File: src/hw/rtl/command_frame_builder_unit_assert.svh
`ifndef COMMAND_FRAME_BUILDER_UNIT_ASSERT_SVH
`define COMMAND_FRAME_BUILDER_UNIT_ASSERT_SVH

`ifndef SYNTHESIS

`define CFB_ASSERT(lbl, prop, msg) \
  lbl: assert property (@(posedge clk) disable iff (!rst_n) (prop)) else $error(msg);

`define CFB_ASSERT_ALWAYS(lbl, prop, msg) \
  lbl: assert property (@(posedge clk) (prop)) else $error(msg);

`else

`define CFB_ASSERT(lbl, prop, msg)

`define CFB_ASSERT_ALWAYS(lbl, prop, msg)

`endif

`endif

File: src/hw/rtl/cfb_pkg.sv
package cfb_pkg;

  localparam logic OP_START = 1'b0;
  localparam logic OP_DATA  = 1'b1;

  localparam logic [1:0] KIND_START   = 2'd0;
  localparam logic [1:0] KIND_DATA    = 2'd1;
  localparam logic [1:0] KIND_NOFRAME = 2'd2;

  localparam logic [1:0] ERR_NONE    = 2'd0;
  localparam logic [1:0] ERR_NOFRAME = 2'd1;
  localparam logic [1:0] ERR_ABANDON = 2'd2;

  localparam logic REG_HEADER  = 1'b0;
  localparam logic REG_CONTROL = 1'b1;

  localparam logic [7:0] HEADER_RESET  = 8'h79;
  localparam logic [7:0] CONTROL_RESET = 8'h58;

  localparam int APB_AW = 3;
  localparam int APB_DW = 32;

  localparam int JOBQ_DEPTH = 4;
  localparam int JOBQ_AW    = $clog2(JOBQ_DEPTH);

  localparam int STEP_W = 3;
  localparam logic [STEP_W-1:0] STEP_CMD        = 3'd4;
  localparam logic [STEP_W-1:0] STEP_START_LAST = 3'd6;
  localparam logic [STEP_W-1:0] STEP_DATA_LAST  = 3'd2;

  typedef struct packed {
    logic [1:0] kind;
    logic [1:0] err;
    logic       trailer;
    logic [7:0] data;
    logic [7:0] len;
    logic [7:0] hdr;
    logic [7:0] ctrl;
    logic [7:0] sum;
    logic [7:0] xsum;
  } job_t;

  typedef struct packed {
    logic [7:0] line_byte;
    logic       valid;
    logic       eof;
    logic [1:0] err;
    logic       last;
  } res_t;

endpackage

File: src/hw/rtl/cfb_front.sv
module cfb_front (
  input  logic                       clk,
  input  logic                       rst_n,
  input  logic                       push,
  output logic                       full,
  input  logic                       in_operation,
  input  logic [7:0]                 in_command,
  input  logic [7:0]                 in_payload_length,
  input  logic [7:0]                 in_data_byte,
  input  logic                       psel,
  input  logic                       penable,
  input  logic                       pwrite,
  input  logic [cfb_pkg::APB_AW-1:0] paddr,
  input  logic [cfb_pkg::APB_DW-1:0] pwdata,
  output logic [cfb_pkg::APB_DW-1:0] prdata,
  output logic                       pready,
  input  logic                       jq_full,
  output logic                       jq_push,
  output cfb_pkg::job_t              jq_job
);

  logic [7:0] header_r, header_nxt;
  logic [7:0] control_r, control_nxt;
  logic       open_r, open_nxt;
  logic [7:0] remain_r, remain_nxt;
  logic [7:0] sum_r, sum_nxt;
  logic [7:0] xsum_r, xsum_nxt;
  logic       accept;
  logic       cfg_wr;

  assign accept  = push && !jq_full;
  assign full    = jq_full;
  assign jq_push = accept;
  assign pready  = 1'b1;
  assign cfg_wr  = psel && penable && pwrite && pready;

  always_comb begin
    header_nxt  = header_r;
    control_nxt = control_r;
    if (cfg_wr) begin
      if (paddr[2] == cfb_pkg::REG_HEADER) begin
        header_nxt = pwdata[7:0];
      end else begin
        control_nxt = pwdata[7:0];
      end
    end
  end

  always_comb begin
    if (paddr[2] == cfb_pkg::REG_HEADER) begin
      prdata = {{(cfb_pkg::APB_DW-8){1'b0}}, header_r};
    end else begin
      prdata = {{(cfb_pkg::APB_DW-8){1'b0}}, control_r};
    end
  end

  always_comb begin
    open_nxt     = open_r;
    remain_nxt   = remain_r;
    sum_nxt      = sum_r;
    xsum_nxt     = xsum_r;
    jq_job.kind    = cfb_pkg::KIND_NOFRAME;
    jq_job.err     = cfb_pkg::ERR_NOFRAME;
    jq_job.trailer = 1'b0;
    jq_job.data    = in_data_byte;
    jq_job.len     = in_payload_length;
    jq_job.hdr     = header_r;
    jq_job.ctrl    = control_r;
    jq_job.sum     = sum_r;
    jq_job.xsum    = xsum_r;
    if (in_operation == cfb_pkg::OP_START) begin
      jq_job.kind    = cfb_pkg::KIND_START;
      jq_job.err     = open_r ? cfb_pkg::ERR_ABANDON : cfb_pkg::ERR_NONE;
      jq_job.trailer = (in_payload_length == 8'd0);
      jq_job.data    = in_command;
      jq_job.sum     = in_payload_length + control_r + in_command;
      jq_job.xsum    = in_payload_length ^ control_r ^ in_command;
    end else if (open_r) begin
      jq_job.kind    = cfb_pkg::KIND_DATA;
      jq_job.err     = cfb_pkg::ERR_NONE;
      jq_job.trailer = (remain_r == 8'd1);
      jq_job.sum     = sum_r + in_data_byte;
      jq_job.xsum    = xsum_r ^ in_data_byte;
    end
    if (accept && jq_job.kind != cfb_pkg::KIND_NOFRAME) begin
      open_nxt   = !jq_job.trailer;
      remain_nxt = (in_operation == cfb_pkg::OP_START) ? in_payload_length : remain_r - 8'd1;
      sum_nxt    = jq_job.sum;
      xsum_nxt   = jq_job.xsum;
    end
  end

  always_ff @(posedge clk) begin
    if (!rst_n) begin
      header_r  <= cfb_pkg::HEADER_RESET;
      control_r <= cfb_pkg::CONTROL_RESET;
      open_r    <= 1'b0;
      remain_r  <= 8'd0;
      sum_r     <= 8'd0;
      xsum_r    <= 8'd0;
    end else begin
      header_r  <= header_nxt;
      control_r <= control_nxt;
      open_r    <= open_nxt;
      remain_r  <= remain_nxt;
      sum_r     <= sum_nxt;
      xsum_r    <= xsum_nxt;
    end
  end

endmodule

File: src/hw/rtl/cfb_jobq.sv
module cfb_jobq (
  input  logic          clk,
  input  logic          rst_n,
  input  logic          wr_en,
  input  cfb_pkg::job_t wr_job,
  output logic          full,
  input  logic          rd_en,
  output logic          rd_valid,
  output cfb_pkg::job_t rd_job
);

  cfb_pkg::job_t                mem_r [cfb_pkg::JOBQ_DEPTH];
  logic [cfb_pkg::JOBQ_AW-1:0]  wptr_r, wptr_nxt;
  logic [cfb_pkg::JOBQ_AW-1:0]  rptr_r, rptr_nxt;
  logic [cfb_pkg::JOBQ_AW:0]    count_r, count_nxt;
  logic                         do_wr;
  logic                         do_rd;

  assign full     = (count_r == (cfb_pkg::JOBQ_AW + 1)'(cfb_pkg::JOBQ_DEPTH));
  assign rd_valid = (count_r != '0);
  assign rd_job   = mem_r[rptr_r];
  assign do_wr    = wr_en && !full;
  assign do_rd    = rd_en && rd_valid;

  always_comb begin
    wptr_nxt  = do_wr ? wptr_r + 1'b1 : wptr_r;
    rptr_nxt  = do_rd ? rptr_r + 1'b1 : rptr_r;
    count_nxt = count_r;
    if (do_wr && !do_rd) begin
      count_nxt = count_r + 1'b1;
    end else if (do_rd && !do_wr) begin
      count_nxt = count_r - 1'b1;
    end
  end

  always_ff @(posedge clk) begin
    if (do_wr) begin
      mem_r[wptr_r] <= wr_job;
    end
  end

  always_ff @(posedge clk) begin
    if (!rst_n) begin
      wptr_r  <= '0;
      rptr_r  <= '0;
      count_r <= '0;
    end else begin
      wptr_r  <= wptr_nxt;
      rptr_r  <= rptr_nxt;
      count_r <= count_nxt;
    end
  end

endmodule

File: src/hw/rtl/cfb_back.sv
`include "command_frame_builder_unit_assert.svh"

module cfb_back (
  input  logic          clk,
  input  logic          rst_n,
  input  logic          jq_valid,
  input  cfb_pkg::job_t jq_job,
  output logic          jq_pop,
  input  logic          pop,
  output logic          empty,
  output cfb_pkg::res_t res
);

  logic [cfb_pkg::STEP_W-1:0] step_r, step_nxt;
  logic [cfb_pkg::STEP_W-1:0] last_step;
  logic                       out_valid_r, out_valid_nxt;
  cfb_pkg::res_t              out_r;
  cfb_pkg::res_t              cur;
  logic                       advance;
  logic                       emit;
  logic                       is_last;
  logic                       in_trailer;

  assign advance = !out_valid_r || pop;
  assign emit    = jq_valid && advance;
  assign is_last = (step_r == last_step);
  assign jq_pop  = emit && is_last;
  assign empty   = !out_valid_r;
  assign res     = out_r;

  always_comb begin
    if (jq_job.kind == cfb_pkg::KIND_START) begin
      last_step = jq_job.trailer ? cfb_pkg::STEP_START_LAST : cfb_pkg::STEP_CMD;
    end else if (jq_job.kind == cfb_pkg::KIND_DATA) begin
      last_step = jq_job.trailer ? cfb_pkg::STEP_DATA_LAST : '0;
    end else begin
      last_step = '0;
    end
  end

  always_comb begin
    in_trailer = ((jq_job.kind == cfb_pkg::KIND_START) && (step_r > cfb_pkg::STEP_CMD)) ||
                 ((jq_job.kind == cfb_pkg::KIND_DATA) && (step_r != '0));
    cur.valid = (jq_job.kind != cfb_pkg::KIND_NOFRAME);
    cur.eof   = in_trailer && is_last;
    cur.err   = jq_job.err;
    cur.last  = is_last;
    if (in_trailer) begin
      cur.line_byte = is_last ? jq_job.xsum : jq_job.sum;
    end else if (jq_job.kind == cfb_pkg::KIND_START) begin
      case (step_r)
        3'd0:    cur.line_byte = jq_job.hdr;
        3'd1:    cur.line_byte = jq_job.len;
        3'd2:    cur.line_byte = 8'd0;
        3'd3:    cur.line_byte = jq_job.ctrl;
        default: cur.line_byte = jq_job.data;
      endcase
    end else if (jq_job.kind == cfb_pkg::KIND_DATA) begin
      cur.line_byte = jq_job.data;
    end else begin
      cur.line_byte = 8'd0;
    end
  end

  always_comb begin
    step_nxt = step_r;
    if (emit) begin
      step_nxt = is_last ? '0 : step_r + 1'b1;
    end
    if (emit) begin
      out_valid_nxt = 1'b1;
    end else if (pop) begin
      out_valid_nxt = 1'b0;
    end else begin
      out_valid_nxt = out_valid_r;
    end
  end

  always_ff @(posedge clk) begin
    if (emit) begin
      out_r <= cur;
    end
  end

  always_ff @(posedge clk) begin
    if (!rst_n) begin
      step_r      <= '0;
      out_valid_r <= 1'b0;
    end else begin
      step_r      <= step_nxt;
      out_valid_r <= out_valid_nxt;
    end
  end

  `CFB_ASSERT(a_eof_is_last, (out_valid_r && out_r.eof) |-> out_r.last, "end of frame on a result that is not the last of its item")
  `CFB_ASSERT(a_step_bound, jq_valid |-> (step_r <= last_step), "result step ran past the end of its item")
  `CFB_ASSERT(a_pop_only_last, jq_pop |=> (step_r == '0), "step counter not rewound after an item completed")
  `CFB_ASSERT(a_hold_when_stalled, (out_valid_r && !pop) |=> ($stable(out_r) && out_valid_r), "waiting result changed while stalled")

endmodule

File: src/hw/rtl/command_frame_builder_unit.sv
// Command frame builder. A start item (in_operation 0) yields the header byte, the length low
// and high bytes, the control byte and the command, plus the sum and XOR trailer when the length
// is zero; each payload item yields its byte, plus the trailer after the last one. The input side
// takes one item per cycle while its four-entry job queue has room; the result side gives one
// byte per cycle while results are popped, so a start item yields five or seven bytes, a
// payload item one, or three when it closes the frame. The result sequencer's single byte
// per cycle sets the sustained rate. Header and control bytes sit at APB byte addresses 0 and 4.
module command_frame_builder_unit (
  input  logic                       clk,
  input  logic                       rst_n,
  input  logic                       push,
  output logic                       full,
  input  logic                       in_operation,
  input  logic [7:0]                 in_command,
  input  logic [7:0]                 in_payload_length,
  input  logic [7:0]                 in_data_byte,
  output logic                       empty,
  input  logic                       pop,
  output logic [7:0]                 out_byte,
  output logic                       out_byte_valid,
  output logic                       out_end_of_frame,
  output logic [1:0]                 out_error,
  output logic                       out_last_of_run,
  input  logic                       psel,
  input  logic                       penable,
  input  logic                       pwrite,
  input  logic [cfb_pkg::APB_AW-1:0] paddr,
  input  logic [cfb_pkg::APB_DW-1:0] pwdata,
  output logic [cfb_pkg::APB_DW-1:0] prdata,
  output logic                       pready
);

  logic          jq_full;
  logic          jq_push;
  cfb_pkg::job_t jq_wr_job;
  logic          jq_valid;
  logic          jq_pop;
  cfb_pkg::job_t jq_rd_job;
  cfb_pkg::res_t res;

  cfb_front u_front (
    .clk               (clk),
    .rst_n             (rst_n),
    .push              (push),
    .full              (full),
    .in_operation      (in_operation),
    .in_command        (in_command),
    .in_payload_length (in_payload_length),
    .in_data_byte      (in_data_byte),
    .psel              (psel),
    .penable           (penable),
    .pwrite            (pwrite),
    .paddr             (paddr),
    .pwdata            (pwdata),
    .prdata            (prdata),
    .pready            (pready),
    .jq_full           (jq_full),
    .jq_push           (jq_push),
    .jq_job            (jq_wr_job)
  );

  cfb_jobq u_jobq (
    .clk      (clk),
    .rst_n    (rst_n),
    .wr_en    (jq_push),
    .wr_job   (jq_wr_job),
    .full     (jq_full),
    .rd_en    (jq_pop),
    .rd_valid (jq_valid),
    .rd_job   (jq_rd_job)
  );

  cfb_back u_back (
    .clk      (clk),
    .rst_n    (rst_n),
    .jq_valid (jq_valid),
    .jq_job   (jq_rd_job),
    .jq_pop   (jq_pop),
    .pop      (pop),
    .empty    (empty),
    .res      (res)
  );

  assign out_byte         = res.line_byte;
  assign out_byte_valid   = res.valid;
  assign out_end_of_frame = res.eof;
  assign out_error        = res.err;
  assign out_last_of_run  = res.last;

endmodule
File: config.mk
export PLATFORM = sky130hd
export DESIGN_NAME = command_frame_builder_unit
export DESIGN_NICKNAME = d
export VERILOG_FILES = /design/src/hw/rtl/cfb_pkg.sv /design/src/hw/rtl/cfb_front.sv /design/src/hw/rtl/cfb_jobq.sv /design/src/hw/rtl/cfb_back.sv /design/src/hw/rtl/command_frame_builder_unit.sv
export VERILOG_INCLUDE_DIRS = /design/src /design/src/hw/rtl
export SDC_FILE = /design/constraint.sdc
export NUM_CORES = 1
export LEC_CHECK = 0
export BUFFER_PORTS_ARGS = -buffer_cell sky130_fd_sc_hd__buf_2
export CAP_MARGIN = 20
export CORE_MARGIN = 2
export CORE_UTILIZATION = 45
export CTS_CLUSTER_SIZE = 12
export DETAILED_ROUTE_END_ITERATION = 7
export PLACE_DENSITY_LB_ADDON = 0.15
export SYNTH_ARGS = -nofsm -noshare
export SYNTH_HDL_FRONTEND = slang
export SYNTH_SLANG_ARGS = --single-unit
File: constraint.sdc
create_clock -name clk -period 5.6 [get_ports clk]
set_clock_uncertainty 0.2 [all_clocks]
set_input_delay 0.84 -clock clk [delete_from_list [all_inputs] [get_ports clk]]
set_output_delay 0.84 -clock clk [all_outputs]
set_load 0.01 [all_outputs]
==> results of run 1 <==
[cell type report]
class                      count  area [um2]
antenna                        1        2.50
multi-input combinational    524        4160
sequential                   275        7720
clock buffer                  49         903
fill                        2294       13100
clock inverter                 7        65.1
tap                          341         427
inverter                      70         263
timing repair buffer          73         403
[cells by family after synthesis]
kind of cell | after synthesis | share of synthesized area
buf+inv | 134 | 0.0502
fa+ha+maj | 36 | 0.0421
mux | 89 | 0.112
other cells | 2 | 0.000605
xor+xnor | 18 | 0.0127
simple gates | 203 | 0.0777
flops | 275 | 0.622
compound gates | 153 | 0.0829
[power by group through the flow]
| stage | Clock (mW) | Combinational [mW] | Sequential [mW] |
|---|---|---|---|
| 2_1_floorplan | 0 | 1.07 | 2.67 |
| 3_3_place_gp | 0 | 1.47 | 2.71 |
| 3_5_place_dp | 0 | 1.47 | 2.72 |
| 4_1_cts | 1.94 | 1.48 | 2.67 |
| 5_1_grt | 2.02 | 1.61 | 2.70 |
| 6_report | 1.90 | 1.45 | 2.67 |
[how the worst min path moves through the flow]
| stage | slack (ns) | cells past startpoint | endpoint | startpoint |
|---|---|---|---|---|
| floorplan | 0.25 | 2 | register | u_jobq.rptr_r[1] |
| global placement | 0.25 | 2 | register | u_jobq.rptr_r[1] |
| detailed placement | 0.27 | 2 | register | u_jobq.rptr_r[1] |
| CTS | 0.28 | 2 | u_front.xsum_r[6] | u_front.xsum_r[6] |
| global route | 0.30 | 2 | u_front.xsum_r[4] | u_front.xsum_r[4] |
| finish | 0.28 | 2 | u_front.xsum_r[6] | u_front.xsum_r[6] |
[tightest hold or removal path, delay by kind of cell, from the launching register on]
kind,cells,cell delay (ns)
and+or+nand+nor,1,0.05
AOI/OAI and AO/OA,1,0.06
DFF,1,0.32
[sequential cells by signal (all words and copies together) (netlist names), named ones only]
signal and cells:
u_jobq.count_r 3, u_back.res 13, u_jobq.mem_r 208, u_back.out_valid_r 1, u_jobq.wptr_r 2, u_front.remain_r 8
u_front.header_r 8, u_front.open_r 1, u_back.step_r 3, u_front.control_r 8, u_front.xsum_r 8, u_front.sum_r 8
u_jobq.rptr_r 2
[stage by stage]
| stage | power (mW) | hold WS [ns] |
|---|---|---|
| 6_report | 6.02 | 0.280 |
| 5_1_grt | 6.34 | 0.298 |
| 4_1_cts | 6.09 | 0.283 |
| 3_5_place_dp | 4.19 | 0.267 |
| 3_3_place_gp | 4.18 | 0.253 |
| 2_1_floorplan | 3.74 | 0.249 |
[layout by cell type (no fill, tap or decap), drive strengths merged, types with 4 or more instances in the layout]
master	n
fa	10
or3	5
edfxtp	221
nor2	17
xor2	9
nor3	8
nor2b	23
nand2b	10
a211oi	4
conb	25
o21a	7
nand2	101
dfxtp	54
nor4	4
mux2	9
a21boi	21
o211ai	9
ha	25
xnor2	9
clkbuf	49
inv	71
buf	73
a21oi	21
mux2i	41
nand3	16
clkinv	5
o21ai	39
o22ai	16
mux4	39
and2	11
o221ai	9
[metal layers]
metal  global-route usage  up-vias
met5                    0        -
met4               0.0331        0
met3               0.0240       22
met2                0.313      178
met1                0.291     3564
li1                     -     3438
==> results.ini, run 1 <==
[sta]
relSlewSlack = 0.285
finalCritPeriodShare = 0.686
hold_violations = 0
drv_slew = 0
fin_crit_ns = 3.84
setup-tns-final_ns = 0
tightestPinTransition_ns = 1.07
grt_setup_unrepaired = no
postLayoutSetupSlackWorst_ns = 1.76
max_freq_mhz = 260
setup_viol = 0

[global_route]
grt_pass1_wl_um = 42500
track_usage = 0.195
overflow = 0
grt_antenna_before_repair = 2
grt_pass1_vias = 7122
grt_start_max_net_pins = 59

[cts]
clk_path_buf_depth = 3
cts_tree = built
hold_buffers = 0
clk_pin_slew_ns = 0.06
post-cts-setup-buffers = 0
numCtsBuffers = 30
cts_resized = 0
insertion_delay_ns = 0.54
clock-sinks = 275
cts-root-buf = clkbuf_16
cts_max_level = 1

[worst_hold_path]
hold_path_class = reg2reg

[setup_path]
path_max_fanout = 20
worstPathArrival_ns = 4.11
path_class = reg2reg
crit_chain = mux4_2 > nor2b_1 > o211ai_2 > a31oi_2 > nand2_1 > ha_1 > inv_1 > fa_1 > xor2_1 > or3_1 > a21boi_0
cp-end-kind = register
cp_slowest_stage_delay_ns = 0.81
path_delay_family = flip-flops
slowest_stage = dfxtp_2
worstSetupEndpoint = u_jobq.count_r[2]
cp.depth = 11
cp-start-kind = register
crit_buf_inv = 1
rrSetupSlack_ns = 1.76
cp.required_ns = 5.86
r2r-end = u_jobq.count_r[2]
rr_worst_depth = 11

[place]
dpl.hpwl_um = 18200
postPlaceCellArea_um2 = 13000
place_congestion = 0.826
numPlacedInstances = 1282
dp_worst_setup_slack_ns = 1.55
portBuffers = 63

[power_and_ir_drop]
combPwrFrac = 0.241
powerDensity_nw_per_um2 = 431
leakage_nw = 5.04
intPower_mw = 4.28
power_frac_clock = 0.316
p_seq_frac = 0.443
sw_frac_of_total = 0.289
vdd_drop_max_v = 0.000249
switchingPower_mw = 1.74

[synth]
synth_top_area_cell = edfxtp_1
synth_top_area_share = 0.535
synth_top_flop_cell = edfxtp_1
synth_cell_types = 59
yosysWarnings = 0
yosys-top-cells-area = edfxtp_1 (53%), dfxtp_1 (8.7%), mux4_2 (7.1%)
synthTopCellsByCount = edfxtp_1 (221), nand2_1 (101), inv_1 (70)
netlist_area_um2 = 12400
ys_async_sr_fraction = 0
synthCells = 910
synth_edf_count = 221
synth-seq-area-share = 0.622
avgSynthCellArea_um2 = 13.6
synth_seq_cells = 275
yosysMostFrequentCell = edfxtp_1

[finish]
finalNonFillerCells = 1340
design_area_um2 = 13900
fin_nets = 1076
layout-drive-gt1-share = 0.177
syn2layout_area_growth_pct = 12.4
final_util = 0.516

[routing]
first_iter_violations = 630
route.met2.wl_um = 12700
drt-met1-wl_um = 12900
ant_nets = 0
vias = 7202
met3_length_um = 1270
drtPass1Iterations = 5
maxUsedRoutingLayer = met4
avgViaCountPerCell = 5.37
avgRoutedWirePerCell_um = 20.3
drt-total-wl_um = 27200
drc_errors = 0

[outcome]
status = finished clean

[floorplan]
die_w_um = 170
fp.coreArea_um2 = 27000
io_pins = 115
die_h_um = 170
die-area_um2 = 28900
start_util = 0.459
placementRows = 60

[flow_run]
drv_cap = 0

No activity file was read; power rests on OpenSTA's default activity.
==> run 2: changes to the inputs <==
==> constraint.sdc (replaced) <==
create_clock -name clk -period 3.3 [get_ports clk]
set_clock_uncertainty 0.2 [all_clocks]
set_input_delay 0.495 -clock clk [delete_from_list [all_inputs] [get_ports clk]]
set_output_delay 0.495 -clock clk [all_outputs]
set_load 0.01 [all_outputs]
==> run 2 against run 1 <==
Final area increased by 2.0%; final cell count up 2.8%; wire length grew 1.1%; power is 68% higher; hold slack got worse by 0.27 ns; combinational power increased by 83%; sequential cell count is the same; critical path depth rose by 1; count of clock-buffer cells in the layout is 4 lower.
==> results.ini, run 2 (synthesis results as in run 1) <==
[global_route]
grt_pass1_vias = 7266
grt_pass1_wl_um = 42400
grt_start_max_net_pins = 63
grt_antenna_before_repair = 1
overflow = 0
track_usage = 0.195

[routing]
avgRoutedWirePerCell_um = 20.0
first_iter_violations = 417
avgViaCountPerCell = 5.36
drt-total-wl_um = 27500
ant_nets = 0
drtPass1Iterations = 5
drc_errors = 0
vias = 7382

[floorplan]
die_h_um = 170
die-area_um2 = 28900
placementRows = 60
die_w_um = 170
start_util = 0.459
io_pins = 115
fp.coreArea_um2 = 27000

[cts]
cts_max_level = 1
clk_path_buf_depth = 3
clk_pin_slew_ns = 0.06
insertion_delay_ns = 0.53
numCtsBuffers = 29
post-cts-setup-buffers = 0
clock-sinks = 275
cts_tree = built
cts-root-buf = clkbuf_16

[sta]
tightestPinTransition_ns = 0.859
holdWs_ns = 0.00549
hold_violations = 0
setup_viol = 0
fin_crit_ns = 3.10
grt_setup_unrepaired = no
relSlewSlack = 0.427
setup-tns-final_ns = 0
drv_slew = 0
finalCritPeriodShare = 0.939
max_freq_mhz = 323

[finish]
layout-drive-gt1-share = 0.206
layout_common_cells = edfxtp_1 (221), nand2_1 (100), inv_1 (70), buf_2 (63), dfxtp_1 (52)
finalNonFillerCells = 1377
final_util = 0.526
fin_nets = 1116
mostFrequentLayoutCell = edfxtp_1
multi_input_area_um2 = 4170
antenna_cells = 0
fillers = 2326
seq_area_um2 = 7720
top_register = u_jobq.mem_r
syn2layout_area_growth_pct = 14.6
largest_register_ffs = 208

[place]
dpl.hpwl_um = 18600
portBuffers = 63
place_congestion = 0.860
numPlacedInstances = 1320

[setup_path]
rr_startpoint = u_front.control_r[1]
path_class = reg2reg
cp.required_ns = 3.37
worstPathArrival_ns = 3.17
r2r-end = u_jobq.mem_r[1][15]
cp-start-kind = register
cp-end-kind = register
path_max_fanout = 4
rr_worst_depth = 12
rrSetupSlack_ns = 0.20

[worst_hold_path]
hold_path_class = in2reg
hold_depth = 3
min-delay-start = pwdata[3]
whs_endpoint = u_front.header_r[3]

[outcome]
status = finished clean

[power_and_ir_drop]
powerDensity_nw_per_um2 = 709
leakage_nw = 5.20
vdd_drop_max_v = 0.000319

[flow_run]
drv_cap = 0

## run 2: cell count changes in the layout (fill, tap and decap cells not counted), moves of 2 or more
cell / change
clkbuf_8: -4
dlygate4sd3_1: +4
clkinv_2: +4
clkbuf_16: -2
clkbuf_1: +2
buf_4: +33
buf_12: +4
## run 2: worst max path at each step
stage                          end            startpoint  cells past startpoint
6_report       u_jobq.mem_r[1][15]  u_front.control_r[1]                     12
3_3_place_gp   u_jobq.mem_r[0][15]  in_payload_length[0]                     13
5_1_grt          u_jobq.count_r[2]              register                     11
3_5_place_dp   u_jobq.mem_r[0][15]  in_payload_length[0]                     13
4_1_cts          u_jobq.count_r[2]              register                     11
2_1_floorplan  u_jobq.mem_r[0][15]         in_command[1]                     12
## run 2: area by class of cell
| class | count | share of cell area |
|---|---|---|
| Sequential cell | 275 | 0.543 |
| Multi-Input combinational cell | 524 | 0.293 |
| Clock buffer | 45 | 0.0566 |
| Timing Repair Buffer | 114 | 0.0542 |
| Tap cell | 341 | 0.0300 |
| Inverter | 70 | 0.0185 |
| Clock inverter | 8 | 0.00449 |
## run 2: critical path, stage by stage, from the launching register on
cell     delay (ns)
dfxtp_1        0.33
inv_1          0.08
fa_1           0.45
inv_1          0.07
ha_1           0.16
inv_1          0.05
fa_1           0.39
nor2b_2        0.16
o31a_1         0.16
o21ai_0        0.10
a21oi_1        0.18
nor3_1         0.07
or3_4          0.42
## run 2: routing by layer
| layer | track usage | vias up | part of all wire |
|---|---|---|---|
| met3 | 0.0198 | 37 | 0.037 |
| met1 | 0.296 | 3683 | 0.49 |
| met5 | 0 | - | 0 |
| met2 | 0.303 | 151 | 0.45 |
| li1 | - | 3511 | - |
| met4 | 0.0498 | 0 | 0.020 |
## run 2: power by group
| group | internal, mW | switching, mW |
|---|---|---|
| Clock | 1.74 | 1.25 |
| Sequential | 4.29 | 0.160 |
| Combinational | 1.14 | 1.50 |
| Total | 7.18 | 2.91 |
## run 2: what timing repair did
action                                  4_1_cts  5_1_grt
hold endpoints to repair                      4        0
gates resized for setup                       0        4
endpoints found under the setup margin        0        5
hold buffers                                  4        0
## run 2: per-stage QoR
stage               setup WS, ns  instance area, um2  power (mW)
floorplan                  0.131               12500        6.35
global placement          -0.141               13300        7.19
detailed placement        -0.169               13300        7.22
CTS                       0.0835               14200        10.2
global route              0.0197               14200        10.6
finish                     0.202               14200        10.1
